File: src/design/sha1_pkg.sv
// ---------------------------------------------------------------------------
// sha1_pkg
// Shared types and constants of the SHA-1 hash engine.
// ---------------------------------------------------------------------------
`default_nettype none

package sha1_pkg;

  localparam int unsigned NumChain  = 5;
  localparam int unsigned NumWords  = 16;
  localparam int unsigned NumRounds = 80;

  // Request operations
  localparam logic OP_APPEND = 1'b0;
  localparam logic OP_FINISH = 1'b1;

  localparam logic [31:0] H_INIT [NumChain] = '{
    32'h67452301, 32'hEFCDAB89, 32'h98BADCFE, 32'h10325476, 32'hC3D2E1F0
  };

  localparam logic [31:0] K_ROUND0 = 32'h5A827999;
  localparam logic [31:0] K_ROUND1 = 32'h6ED9EBA1;
  localparam logic [31:0] K_ROUND2 = 32'h8F1BBCDC;
  localparam logic [31:0] K_ROUND3 = 32'hCA62C1D6;

  localparam logic [6:0] LAST_ROUND = 7'(NumRounds - 1);
  localparam logic [5:0] LAST_POS   = 6'd63;
  localparam logic [5:0] LEN_POS    = 6'd56;
  localparam logic [2:0] LAST_WORD  = 3'(NumChain - 1);

  typedef enum logic [2:0] {
    ST_IDLE,
    ST_LOAD,
    ST_ROUND,
    ST_ADD,
    ST_LEN,
    ST_OUT
  } state_e;

  // Commands to the block buffer / message schedule
  typedef struct packed {
    logic        wr_byte;
    logic        pad;
    logic        put_len;
    logic        len_blk;
    logic        shift;
    logic [5:0]  pos;
    logic [7:0]  data;
    logic [63:0] bit_len;
  } sched_ctrl_t;

  // Commands to the round unit
  typedef struct packed {
    logic init;
    logic load;
    logic step;
    logic add;
  } round_ctrl_t;

  typedef struct packed {
    logic round_last;
  } round_stat_t;

endpackage

`default_nettype wire

File: src/design/sha1_if.sv
// ---------------------------------------------------------------------------
// sha1_if
// Valid/ready channels of the SHA-1 engine: byte requests in, digest out.
// ---------------------------------------------------------------------------
`default_nettype none

interface sha1_req_if;
  logic       valid;
  logic       ready;
  logic       op;
  logic [7:0] data_byte;

  modport source (output valid, output op, output data_byte, input ready);
  modport sink   (input valid, input op, input data_byte, output ready);
endinterface

interface sha1_dig_if;
  logic        valid;
  logic        ready;
  logic [31:0] digest_word;
  logic [2:0]  word_index;
  logic        last;

  modport source (output valid, output digest_word, output word_index, output last,
                  input ready);
  modport sink   (input valid, input digest_word, input word_index, input last,
                  output ready);
endinterface

`default_nettype wire

File: src/design/sha1_hash_engine.sv
// Flow: a data byte request is taken while the engine is idle; the 64th byte
// of a block then holds ready low for the load, the 80 rounds and the chain add.
// Finish: one final block, or two when padding spills into a second (the ST_LEN
// state loads the length block), then the five digest words.
// No byte is taken while the single round unit compresses a block.
// Reset: asynchronous, active low; chain returns to the SHA-1 initial values.
// ---------------------------------------------------------------------------
// sha1_hash_engine
// SHA-1 over a byte stream with a sequencer around one shared round unit.
// ---------------------------------------------------------------------------
`default_nettype none

module sha1_hash_engine (
  input  wire logic   clk_i,
  input  wire logic   rst_ni,
  sha1_req_if.sink    req_i,
  sha1_dig_if.source  dig_o
);

  sha1_pkg::state_e      state_q, state_d;
  sha1_pkg::sched_ctrl_t sc;
  sha1_pkg::round_ctrl_t rc;
  sha1_pkg::round_stat_t rs;

  logic [60:0] total_q, total_d;
  logic        fin_q, fin_d;
  logic        two_q, two_d;
  logic [2:0]  idx_q, idx_d;
  logic [31:0] w_cur;
  logic [31:0] chain [sha1_pkg::NumChain];
  logic [5:0]  pos;

  assign pos = total_q[5:0];

  sha1_sched u_sched (
    .clk_i  (clk_i),
    .ctrl_i (sc),
    .w_o    (w_cur)
  );

  sha1_round u_round (
    .clk_i   (clk_i),
    .rst_ni  (rst_ni),
    .ctrl_i  (rc),
    .w_i     (w_cur),
    .stat_o  (rs),
    .chain_o (chain)
  );

  // Sequencer: next state and unit commands
  always_comb begin
    state_d = state_q;
    total_d = total_q;
    fin_d   = fin_q;
    two_d   = two_q;
    idx_d   = idx_q;

    sc         = '0;
    sc.pos     = pos;
    sc.data    = req_i.data_byte;
    sc.bit_len = {total_q, 3'b000};
    rc         = '0;

    req_i.ready = (state_q == sha1_pkg::ST_IDLE);
    dig_o.valid = (state_q == sha1_pkg::ST_OUT);

    case (state_q)
      sha1_pkg::ST_IDLE: begin
        if (req_i.valid) begin
          if (req_i.op == sha1_pkg::OP_APPEND) begin
            sc.wr_byte = 1'b1;
            total_d    = total_q + 61'd1;
            if (pos == sha1_pkg::LAST_POS) begin
              state_d = sha1_pkg::ST_LOAD;
            end
          end else begin
            sc.pad     = 1'b1;
            sc.put_len = (pos < sha1_pkg::LEN_POS);
            fin_d      = 1'b1;
            two_d      = (pos >= sha1_pkg::LEN_POS);
            state_d    = sha1_pkg::ST_LOAD;
          end
        end
      end
      sha1_pkg::ST_LOAD: begin
        rc.load = 1'b1;
        state_d = sha1_pkg::ST_ROUND;
      end
      sha1_pkg::ST_ROUND: begin
        rc.step  = 1'b1;
        sc.shift = 1'b1;
        if (rs.round_last) begin
          state_d = sha1_pkg::ST_ADD;
        end
      end
      sha1_pkg::ST_ADD: begin
        rc.add = 1'b1;
        if (fin_q && two_q) begin
          state_d = sha1_pkg::ST_LEN;
        end else if (fin_q) begin
          state_d = sha1_pkg::ST_OUT;
        end else begin
          state_d = sha1_pkg::ST_IDLE;
        end
      end
      sha1_pkg::ST_LEN: begin
        sc.len_blk = 1'b1;
        two_d      = 1'b0;
        state_d    = sha1_pkg::ST_LOAD;
      end
      sha1_pkg::ST_OUT: begin
        if (dig_o.ready) begin
          if (idx_q == sha1_pkg::LAST_WORD) begin
            rc.init = 1'b1;
            fin_d   = 1'b0;
            total_d = '0;
            idx_d   = 3'd0;
            state_d = sha1_pkg::ST_IDLE;
          end else begin
            idx_d = idx_q + 3'd1;
          end
        end
      end
      default: begin
        state_d = sha1_pkg::ST_IDLE;
      end
    endcase
  end

  // Digest word select
  always_comb begin
    case (idx_q)
      3'd0:    dig_o.digest_word = chain[0];
      3'd1:    dig_o.digest_word = chain[1];
      3'd2:    dig_o.digest_word = chain[2];
      3'd3:    dig_o.digest_word = chain[3];
      3'd4:    dig_o.digest_word = chain[4];
      default: dig_o.digest_word = 32'h0;
    endcase
  end

  assign dig_o.word_index = idx_q;
  assign dig_o.last       = (idx_q == sha1_pkg::LAST_WORD);

  // Control registers
  always_ff @(posedge clk_i or negedge rst_ni) begin
    if (!rst_ni) begin
      state_q <= sha1_pkg::ST_IDLE;
      total_q <= '0;
      fin_q   <= 1'b0;
      two_q   <= 1'b0;
      idx_q   <= 3'd0;
    end else begin
      state_q <= state_d;
      total_q <= total_d;
      fin_q   <= fin_d;
      two_q   <= two_d;
      idx_q   <= idx_d;
    end
  end

endmodule

`default_nettype wire

File: src/design/sha1_sched.sv
// ---------------------------------------------------------------------------
// sha1_sched
// Block buffer that packs bytes, applies padding and then runs as the
// 16-word message schedule shift line during compression.
// ---------------------------------------------------------------------------
`default_nettype none

module sha1_sched (
  input  wire logic                  clk_i,
  input  wire sha1_pkg::sched_ctrl_t ctrl_i,
  output logic [31:0]                w_o
);

  logic [31:0] buf_q [sha1_pkg::NumWords];
  logic [31:0] buf_d [sha1_pkg::NumWords];
  logic [3:0]  wsel;
  logic [1:0]  boff;
  logic [4:0]  byte_sh;
  logic [4:0]  pad_sh;
  logic [31:0] byte_val;
  logic [31:0] keep_mask;
  logic [31:0] pad_val;

  assign w_o   = buf_q[0];

  assign wsel      = ctrl_i.pos[5:2];
  assign boff      = ctrl_i.pos[1:0];
  assign byte_sh   = {~boff, 3'b000};
  assign pad_sh    = {boff, 3'b000};
  assign byte_val  = {24'h0, ctrl_i.data} << byte_sh;
  assign keep_mask = ~(32'hFFFF_FFFF >> pad_sh);
  assign pad_val   = 32'h8000_0000 >> pad_sh;

  always_comb begin
    logic [31:0] x;
    x = buf_q[13] ^ buf_q[8] ^ buf_q[2] ^ buf_q[0];
    for (int i = 0; i < sha1_pkg::NumWords; i++) begin
      buf_d[i] = buf_q[i];
    end
    if (ctrl_i.shift) begin
      // Advance the schedule by one word
      for (int i = 0; i < sha1_pkg::NumWords - 1; i++) begin
        buf_d[i] = buf_q[i + 1];
      end
      buf_d[sha1_pkg::NumWords - 1] = {x[30:0], x[31]};
    end else if (ctrl_i.wr_byte) begin
      // Pack one byte big-endian; the first byte of a word clears it
      for (int i = 0; i < sha1_pkg::NumWords; i++) begin
        if (4'(i) == wsel) begin
          buf_d[i] = (boff == 2'd0) ? byte_val : (buf_q[i] | byte_val);
        end
      end
    end else if (ctrl_i.pad) begin
      // Insert the 1 bit, zero the rest, optionally drop in the length
      for (int i = 0; i < sha1_pkg::NumWords; i++) begin
        if (4'(i) == wsel) begin
          buf_d[i] = (buf_q[i] & keep_mask) | pad_val;
        end else if (4'(i) > wsel) begin
          buf_d[i] = 32'h0;
        end
      end
      if (ctrl_i.put_len) begin
        buf_d[14] = ctrl_i.bit_len[63:32];
        buf_d[15] = ctrl_i.bit_len[31:0];
      end
    end else if (ctrl_i.len_blk) begin
      // Extra block holding only zeros and the length
      for (int i = 0; i < sha1_pkg::NumWords - 2; i++) begin
        buf_d[i] = 32'h0;
      end
      buf_d[14] = ctrl_i.bit_len[63:32];
      buf_d[15] = ctrl_i.bit_len[31:0];
    end
  end

  always_ff @(posedge clk_i) begin
    buf_q <= buf_d;
  end

endmodule

`default_nettype wire

File: src/design/sha1_round.sv
// ---------------------------------------------------------------------------
// sha1_round
// Shared round unit: working words a..e, round counter and chaining words.
// One round per cycle; the final add updates all five chaining words at once.
// ---------------------------------------------------------------------------
`default_nettype none

module sha1_round (
  input  wire logic                  clk_i,
  input  wire logic                  rst_ni,
  input  wire sha1_pkg::round_ctrl_t ctrl_i,
  input  wire logic [31:0]           w_i,
  output sha1_pkg::round_stat_t      stat_o,
  output logic [31:0]                chain_o [sha1_pkg::NumChain]
);

  logic [31:0] chain_q [sha1_pkg::NumChain];
  logic [31:0] work_q  [sha1_pkg::NumChain];
  logic [6:0]  round_q;
  logic [31:0] f_val;
  logic [31:0] k_val;
  logic [31:0] t_val;
  logic [31:0] a, b, c, d, e;

  assign a = work_q[0];
  assign b = work_q[1];
  assign c = work_q[2];
  assign d = work_q[3];
  assign e = work_q[4];

  assign chain_o           = chain_q;
  assign stat_o.round_last = (round_q == sha1_pkg::LAST_ROUND);

  // Select round function and constant by round group
  always_comb begin
    if (round_q < 7'd20) begin
      f_val = (b & c) | (~b & d);
      k_val = sha1_pkg::K_ROUND0;
    end else if (round_q < 7'd40) begin
      f_val = b ^ c ^ d;
      k_val = sha1_pkg::K_ROUND1;
    end else if (round_q < 7'd60) begin
      f_val = (b & c) | (b & d) | (c & d);
      k_val = sha1_pkg::K_ROUND2;
    end else begin
      f_val = b ^ c ^ d;
      k_val = sha1_pkg::K_ROUND3;
    end
  end

  assign t_val = {a[26:0], a[31:27]} + f_val + e + w_i + k_val;

  // Working words
  always_ff @(posedge clk_i) begin
    if (ctrl_i.load) begin
      work_q <= chain_q;
    end else if (ctrl_i.step) begin
      work_q[0] <= t_val;
      work_q[1] <= a;
      work_q[2] <= {b[1:0], b[31:2]};
      work_q[3] <= c;
      work_q[4] <= d;
    end
  end

  // Round counter
  always_ff @(posedge clk_i or negedge rst_ni) begin
    if (!rst_ni) begin
      round_q <= 7'd0;
    end else if (ctrl_i.load) begin
      round_q <= 7'd0;
    end else if (ctrl_i.step) begin
      round_q <= round_q + 7'd1;
    end
  end

  // Chaining words: add after a block, restore after a digest
  always_ff @(posedge clk_i or negedge rst_ni) begin
    if (!rst_ni) begin
      chain_q <= sha1_pkg::H_INIT;
    end else if (ctrl_i.init) begin
      chain_q <= sha1_pkg::H_INIT;
    end else if (ctrl_i.add) begin
      for (int i = 0; i < sha1_pkg::NumChain; i++) begin
        chain_q[i] <= chain_q[i] + work_q[i];
      end
    end
  end

endmodule

`default_nettype wire
File: src/flat_wrapper.sv
// flat-port wrapper written by rule: the top's interface ports become plain ports
module sha1_hash_engine_flat 
  (clk_i, rst_ni, req_i_valid, req_i_op, req_i_data_byte, req_i_ready, dig_o_valid, dig_o_digest_word, dig_o_word_index, dig_o_last, dig_o_ready);
  sha1_req_if req_i_i ();
  sha1_dig_if dig_o_i ();
  input  wire logic clk_i;
  input  wire logic rst_ni;
  input wire logic [$bits(req_i_i.valid)-1:0] req_i_valid;
  input wire logic [$bits(req_i_i.op)-1:0] req_i_op;
  input wire logic [$bits(req_i_i.data_byte)-1:0] req_i_data_byte;
  output wire logic [$bits(req_i_i.ready)-1:0] req_i_ready;
  output wire logic [$bits(dig_o_i.valid)-1:0] dig_o_valid;
  output wire logic [$bits(dig_o_i.digest_word)-1:0] dig_o_digest_word;
  output wire logic [$bits(dig_o_i.word_index)-1:0] dig_o_word_index;
  output wire logic [$bits(dig_o_i.last)-1:0] dig_o_last;
  input wire logic [$bits(dig_o_i.ready)-1:0] dig_o_ready;
  assign req_i_i.valid = req_i_valid;
  assign req_i_i.op = req_i_op;
  assign req_i_i.data_byte = req_i_data_byte;
  assign req_i_ready = req_i_i.ready;
  assign dig_o_valid = dig_o_i.valid;
  assign dig_o_digest_word = dig_o_i.digest_word;
  assign dig_o_word_index = dig_o_i.word_index;
  assign dig_o_last = dig_o_i.last;
  assign dig_o_i.ready = dig_o_ready;
  sha1_hash_engine u_core (.clk_i(clk_i), .rst_ni(rst_ni), .req_i(req_i_i), .dig_o(dig_o_i));
endmodule
File: config.mk
export PLATFORM = sky130hd
export DESIGN_NAME = sha1_hash_engine_flat
export DESIGN_NICKNAME = d
export VERILOG_FILES = /design/src/design/sha1_pkg.sv /design/src/design/sha1_if.sv /design/src/design/sha1_hash_engine.sv /design/src/design/sha1_sched.sv /design/src/design/sha1_round.sv /design/src/flat_wrapper.sv
export SDC_FILE = /design/constraint.sdc
export NUM_CORES = 2
export LEC_CHECK = 0
export BUFFER_PORTS_ARGS = -buffer_cell sky130_fd_sc_hd__buf_4
export CELL_PAD_IN_SITES_DETAIL_PLACEMENT = 1
export CELL_PAD_IN_SITES_GLOBAL_PLACEMENT = 1
export CORE_UTILIZATION = 40
export DETAILED_ROUTE_END_ITERATION = 16
export GPL_TIMING_DRIVEN = 0
export MAX_ROUTING_LAYER = met4
export PLACE_DENSITY_LB_ADDON = 0.1
export SETUP_SLACK_MARGIN = 0.02
export SYNTH_ARGS = -nofsm -noshare
export SYNTH_HDL_FRONTEND = slang
export SYNTH_SLANG_ARGS = --single-unit
File: constraint.sdc
create_clock -name clk_i -period 6.2 [get_ports clk_i]
set_input_delay 0.31 -clock clk_i [delete_from_list [all_inputs] [get_ports clk_i]]
set_output_delay 0.31 -clock clk_i [all_outputs]
set_load 0.05 [all_outputs]
Word-level counts from Yosys, hierarchy flattened. Cells that the tools add are included.

Flip-flop bits (word level): 908. Bits in latches: 0. Bits in writable memories: 0. Memory bits (read-only): 0. Input bits: 13. Output and inout port bits: 38. Memories: 0.

$add $sub $neg: 12. Multiply operators: 0. Div/mod/pow operators: 0. $lt $le $gt $ge: 21. Equal/unequal tests: 65. Shift operators: 3. Muxes and demuxes: 116. Bitwise operators: 63. Reduce and logical (&&, ||, !) cells: 31.

Operator list (number): $mux W32 (69); $mux W512 (4); $or A32 B32 Y32 (35); $and A32 B32 Y32 (20); $mux W160 (4); $add A32 B32 Y32 (9); $mux W61 (4); $pmux W32 S5 (1); $xor A32 B32 Y32 (5); $pmux W61 S2 (1); $mux W64 (1); $not A32 Y32 (2); $shr A32 B5 Y32 const A (2); $add A61 B1 Y61 const B (1); $ne A4 B4 Y1 const B (14); $reduce_and A3 Y1 (17); $ne A3 B3 Y1 const B (16); $mux W3 (11); $eq A4 B4 Y1 const A (8); $gt A4 B4 Y1 const A (8); $shl A8 B5 Y32 (1); $mux W31 (1); $pmux W3 S6 (1); $eq A3 B4 Y1 const A (4); other kinds (33) (72).

Longest topological paths before layout.
Depth in word-level cells: 12. Depth in mapped cells: 30.

Cells and area by module. Synthesis repeated with hierarchy kept, for this count alone.

Cells, all modules: 5803. Area total of the unflattened synthesis: 57575.2 um^2.

Modules (own cells, without submodules): sha1_sched (times used 1, cells an instance 2602, area an instance 26603.0 um^2, seq. area each 15374.7 um^2); sha1_round (times used 1, cells an instance 2633, area an instance 26163.8 um^2, seq. area each 9083.7 um^2); sha1_hash_engine (times used 1, cells an instance 568, area an instance 4808.4 um^2, seq. area each 1726.7 um^2).

Worst setup path before layout. No wires, ideal clock.

Path type: register -> register. Start point: register u_core.u_round.round_q[4]. End point: register u_core.u_round.work_q (netlist bit u_core.u_round.a[30]), data pin. Setup time: 269 ps. Arrival: 6107 ps. Slack: -177 ps. Stages on the path, launching flop included: 29. Period minus slack after synthesis: 6377 ps. Cell sequence: dfrtp_1 -> clkbuf_1 -> nand4_1 -> nor2b_1 -> inv_1 -> nor2_1 -> inv_1 -> nand2_1 -> buf_2 -> buf_1 -> nor2_1 -> nor2_1 -> fa_1 -> fa_1 -> inv_1 -> fa_1 -> inv_1 -> ha_1 -> a211oi_1 -> o21ai_1 -> a32o_1 -> a221oi_2 -> o221ai_1 -> nand2_1 -> o31ai_1 -> or4_1 -> a31oi_1 -> xor2_1 -> o21ai_0.

Cells in the longest elaborated chain, start to end: 10.

RTL lines: start: declaration (RTL line sha1_round.sv:19) `logic [6:0] round_q;`; start signal: assignment (RTL line sha1_round.sv:73) `round_q <= round_q + 7'd1;`; $lt A7 B6 Y1 (RTL line sha1_round.sv:42) `end else if (round_q < 7'd60) begin`; $mux W32 (RTL line sha1_round.sv:42); $mux W32 (RTL line sha1_round.sv:39) `end else if (round_q < 7'd40) begin`; $mux W32 (RTL line sha1_round.sv:36) `if (round_q < 7'd20) begin`; $add A32 B32 Y32 (3 in a row) (RTL line sha1_round.sv:51) `assign t_val = {a[26:0], a[31:27]} + f_val + e + w_i + k_val;`; $add A32 B32 Y32 * (RTL line sha1_round.sv:51); $mux W160 * (RTL line sha1_round.sv:57) `end else if (ctrl_i.step) begin`; $mux W160 * (RTL line sha1_round.sv:55) `if (ctrl_i.load) begin`; end signal: assignment (RTL line sha1_round.sv:56) `work_q <= chain_q;`; end: declaration (RTL line sha1_round.sv:18) `logic [31:0] work_q [sha1_pkg::NumChain];`.

Mark *: on every way between the ends. The rest lies on a longest branch, timed or not. The select of a mux whose other input is x is not followed. A chain may end at the register's enable or synchronous reset.

Final worst setup path.
Start point: register u_core.u_round.round_q[2]. End point: register u_core.u_round.work_q (netlist bit u_core.u_round.a[26]), data pin.

Same word-level chain as after synthesis.

==> reports/qor.yml <==
critical_path:
  path_buf_inv: 16
  worst_ep_required_time_ns: 6.64
  crit_type: "reg2reg"
  r2r_cells: 34
  crit_path_top_delay_cell: "fa_1"
  startpoint_type: "flip-flop"
  r2r_setup_slack_ns: -0.15
  worst-path-stages: 34
  end_kind: "flip-flop"
  cp_top_family: "adder cells"
  slowest_delay_ns: 0.50
  crit_path_frequent_cell: "buf_4"
  worstPathArrival_ns: 6.79
  cp_max_fo: 5
floorplanning:
  fp.dieW_um: 373
  die-area_um2: 139000
  rows: 135
  initial_core_util: 0.405
  die_h_um: 373
  core-area_um2: 136000
  ios: 51
cts:
  clk_latency_ns: 0.77
  clk_pin_slew_ns: 0.06
  cts_root_buffer: "clkbuf_16"
  cts_tree: "done"
  cts_max_level: 3
  cts_buffers: 109
  clkSinkCount: 908
  clk_path_buf_depth: 3
detailed_routing:
  drcViolationCount: 0
  drt_pass1_iterations: 7
  wl_um: 249000
  drt_first_iter_violations: 4948
  wl_per_cell_um: 33.5
  ant_nets: 0
  vias_per_cell: 6.43
  num_vias: 47782
logic_synthesis:
  synth.net_count: 5682
  synth_cell_type_count: 90
  async_reset_ff_frac: 0.260
  post_synth.cell_area_avg_um2: 10.4
  synth_cells: 5320
  ys.warnings.count: 0
  synthFlopType: "edfxtp_1"
  synth.cell_area_um2: 55100
  synth_edf_count: 672
  ys_ff_latch: 908
  ys_seq_area_frac: 0.475
cells_and_area:
  fin_area_um2: 63200
  utilization: 0.464
  mostFrequentLayoutCells: "nand2_1 (757), edfxtp_1 (672), a21oi_1 (375), a221o_1 (375), clkbuf_1 (334)"
  layout.nets: 5911
  area_delta_synth_final_pct: 14.6
  final_common_cell: "nand2_1"
  drive_above_1_share: 0.0906
timing:
  skew_ns: 0.0425
  finalCriticalPeriod_ns: 6.35
  fmax_ghz: 0.157
  setup_tns_ns: -0.666
  rsz0062_at_grt: "yes"
  worst_slack_ns: -0.150
  hold_violations: 0
  max_slew_margin: -0.0589
  worst_pin_slew_ns: 1.59
  setup_violations: 7
  maxSlewViolCount: 22
  period_share: 1.02
placed_design:
  place_area_um2: 58300
  port_buffers: 42
  dp_hpwl_um: 187000
  gp_congestion: 1.03
grt:
  use_met1: 0.428
  grt_pass1_wl_um: 354000
  grt_pass1_vias: 48705
  grt_use_met3: 0.0508
  busiest_layer: "met2"
  grt_overflow: 0
  grt_usage: 0.362
  antenna_found_initial: 5
  met2_usage: 0.575
  grt_max_degree: 96
worst_hold_path:
  hold_class: "in2reg"
  hold_path_depth: 3
run:
  maxCapViolCount: 2
run_status:
  status: "finished, violations left"
  violations: "max-capacitance violations, max-slew violations, negative setup slack"
## final timing paths
check,startpoint,to
max reg2reg,u_core.u_round.round_q[2],u_core.u_round.a[26]
min reg2reg,u_core.fin_q,u_core.fin_q
max in group asynchronous,rst_ni,u_core.u_round.round_q[5]
min in group asynchronous,rst_ni,u_core.u_round.chain_o[35]
max,u_core.u_round.round_q[2],u_core.u_round.a[26]
min,dig_o_ready,u_core.dig_o.word_index[2]
## flip-flops by register name (all words and copies together), names as in the netlist
name and cells:
u_core.u_round.round_q 7, u_core.two_q 1, u_core.u_round.b 32, u_core.dig_o.word_index 3, u_core.total_q 61, u_core.u_round.e 32, u_core.u_sched.w_o 32, u_core.u_round.c 32
u_core.state_q 3, u_core.u_round.a 32, u_core.u_round.chain_o 160, u_core.u_round.d 32, u_core.fin_q 1, u_core.u_sched.buf_q 480
## per-stage QoR
stage	setup slack, ns	hold slack [ns]	cells
after floorplan	0.0693	0.0144	5320
after global placement	-3.34	0.474	7143
after detailed placement	-3.36	0.339	7169
after CTS	-0.185	0.0164	7413
after global routing	-0.313	0.0787	7426
final	-0.150	0.0588	7429
## layer usage
layer | vias to the layer above | part of all wire
met2 | 2028 | 0.47
met5 | - | 0
met3 | 681 | 0.061
met4 | 0 | 0.082
li1 | 20442 | -
met1 | 24631 | 0.39
## cell families (layout without fill, tap and decap cells)
kind of cell | after synthesis | in the layout | share of synthesized area
AND/OR/NAND/NOR | 1512 | 1512 | 0.122
buffers and inverters | 572 | 894 | 0.0392
adder cells (fa/ha/maj) | 349 | 349 | 0.0956
flip-flops | 908 | 908 | 0.475
multiplexers | 15 | 15 | 0.00273
XOR/XNOR | 293 | 293 | 0.0466
other | 0 | 6 | 0
AO/OA/AOI/OAI | 1671 | 1671 | 0.219
## cell type report
cell class	instances	area, um2
plain buffers	355	1480
fillers	14824	72800
flip-flops and latches	908	26200
well taps	1781	2230
multi-input cells	3840	27500
repair buffers	121	1270
inverters	214	822
clock buffers	156	3070
clock inverters	48	551
diodes	6	15.0
## synth_stat cells (all sizes together), types with 8 or more instances
cell type | number | share of area
a211o | 8 | 0.0013
a211oi | 28 | 0.0038
a21o | 117 | 0.016
a21oi | 388 | 0.035
a221o | 376 | 0.068
a221oi | 82 | 0.013
a222oi | 11 | 0.0020
a22o | 11 | 0.0017
a22oi | 71 | 0.0097
a31oi | 28 | 0.0032
and2 | 21 | 0.0024
and3 | 65 | 0.0074
buf | 50 | 0.0036
clkbuf | 308 | 0.021
dfrtp | 156 | 0.071
dfstp | 80 | 0.038
edfxtp | 672 | 0.37
fa | 120 | 0.044
ha | 229 | 0.052
inv | 213 | 0.015
mux2i | 15 | 0.0027
nand2 | 763 | 0.052
nand2b | 39 | 0.0044
nand3 | 115 | 0.010
nand4 | 25 | 0.0032
nor2 | 296 | 0.020
nor2b | 45 | 0.0051
nor3 | 66 | 0.0063
nor4 | 22 | 0.0032
o211ai | 18 | 0.0025
o21a | 31 | 0.0042
o21ai | 301 | 0.027
o21bai | 24 | 0.0033
o221ai | 19 | 0.0030
o22ai | 21 | 0.0024
o31ai | 47 | 0.0064
o32ai | 20 | 0.0032
or3 | 23 | 0.0026
xnor2 | 174 | 0.028
xor2 | 119 | 0.019
## what timing repair did
action                                  CTS  global route
resized for setup                       121            60
hold buffers                              2             0
buffers inserted                         40            11
pin swaps                                39            53
hold endpoints to repair                 76             0
endpoints found under the setup margin   31            11
## worst min-delay path, cell delays in order
cell	delay (ns)
buf_4	0.14
nand2_1	0.19
o31ai_1	0.10
Power is left out: the tool's default activity adds up to more than one toggle a clock period on the data nets, which glitch-free logic cannot reach.
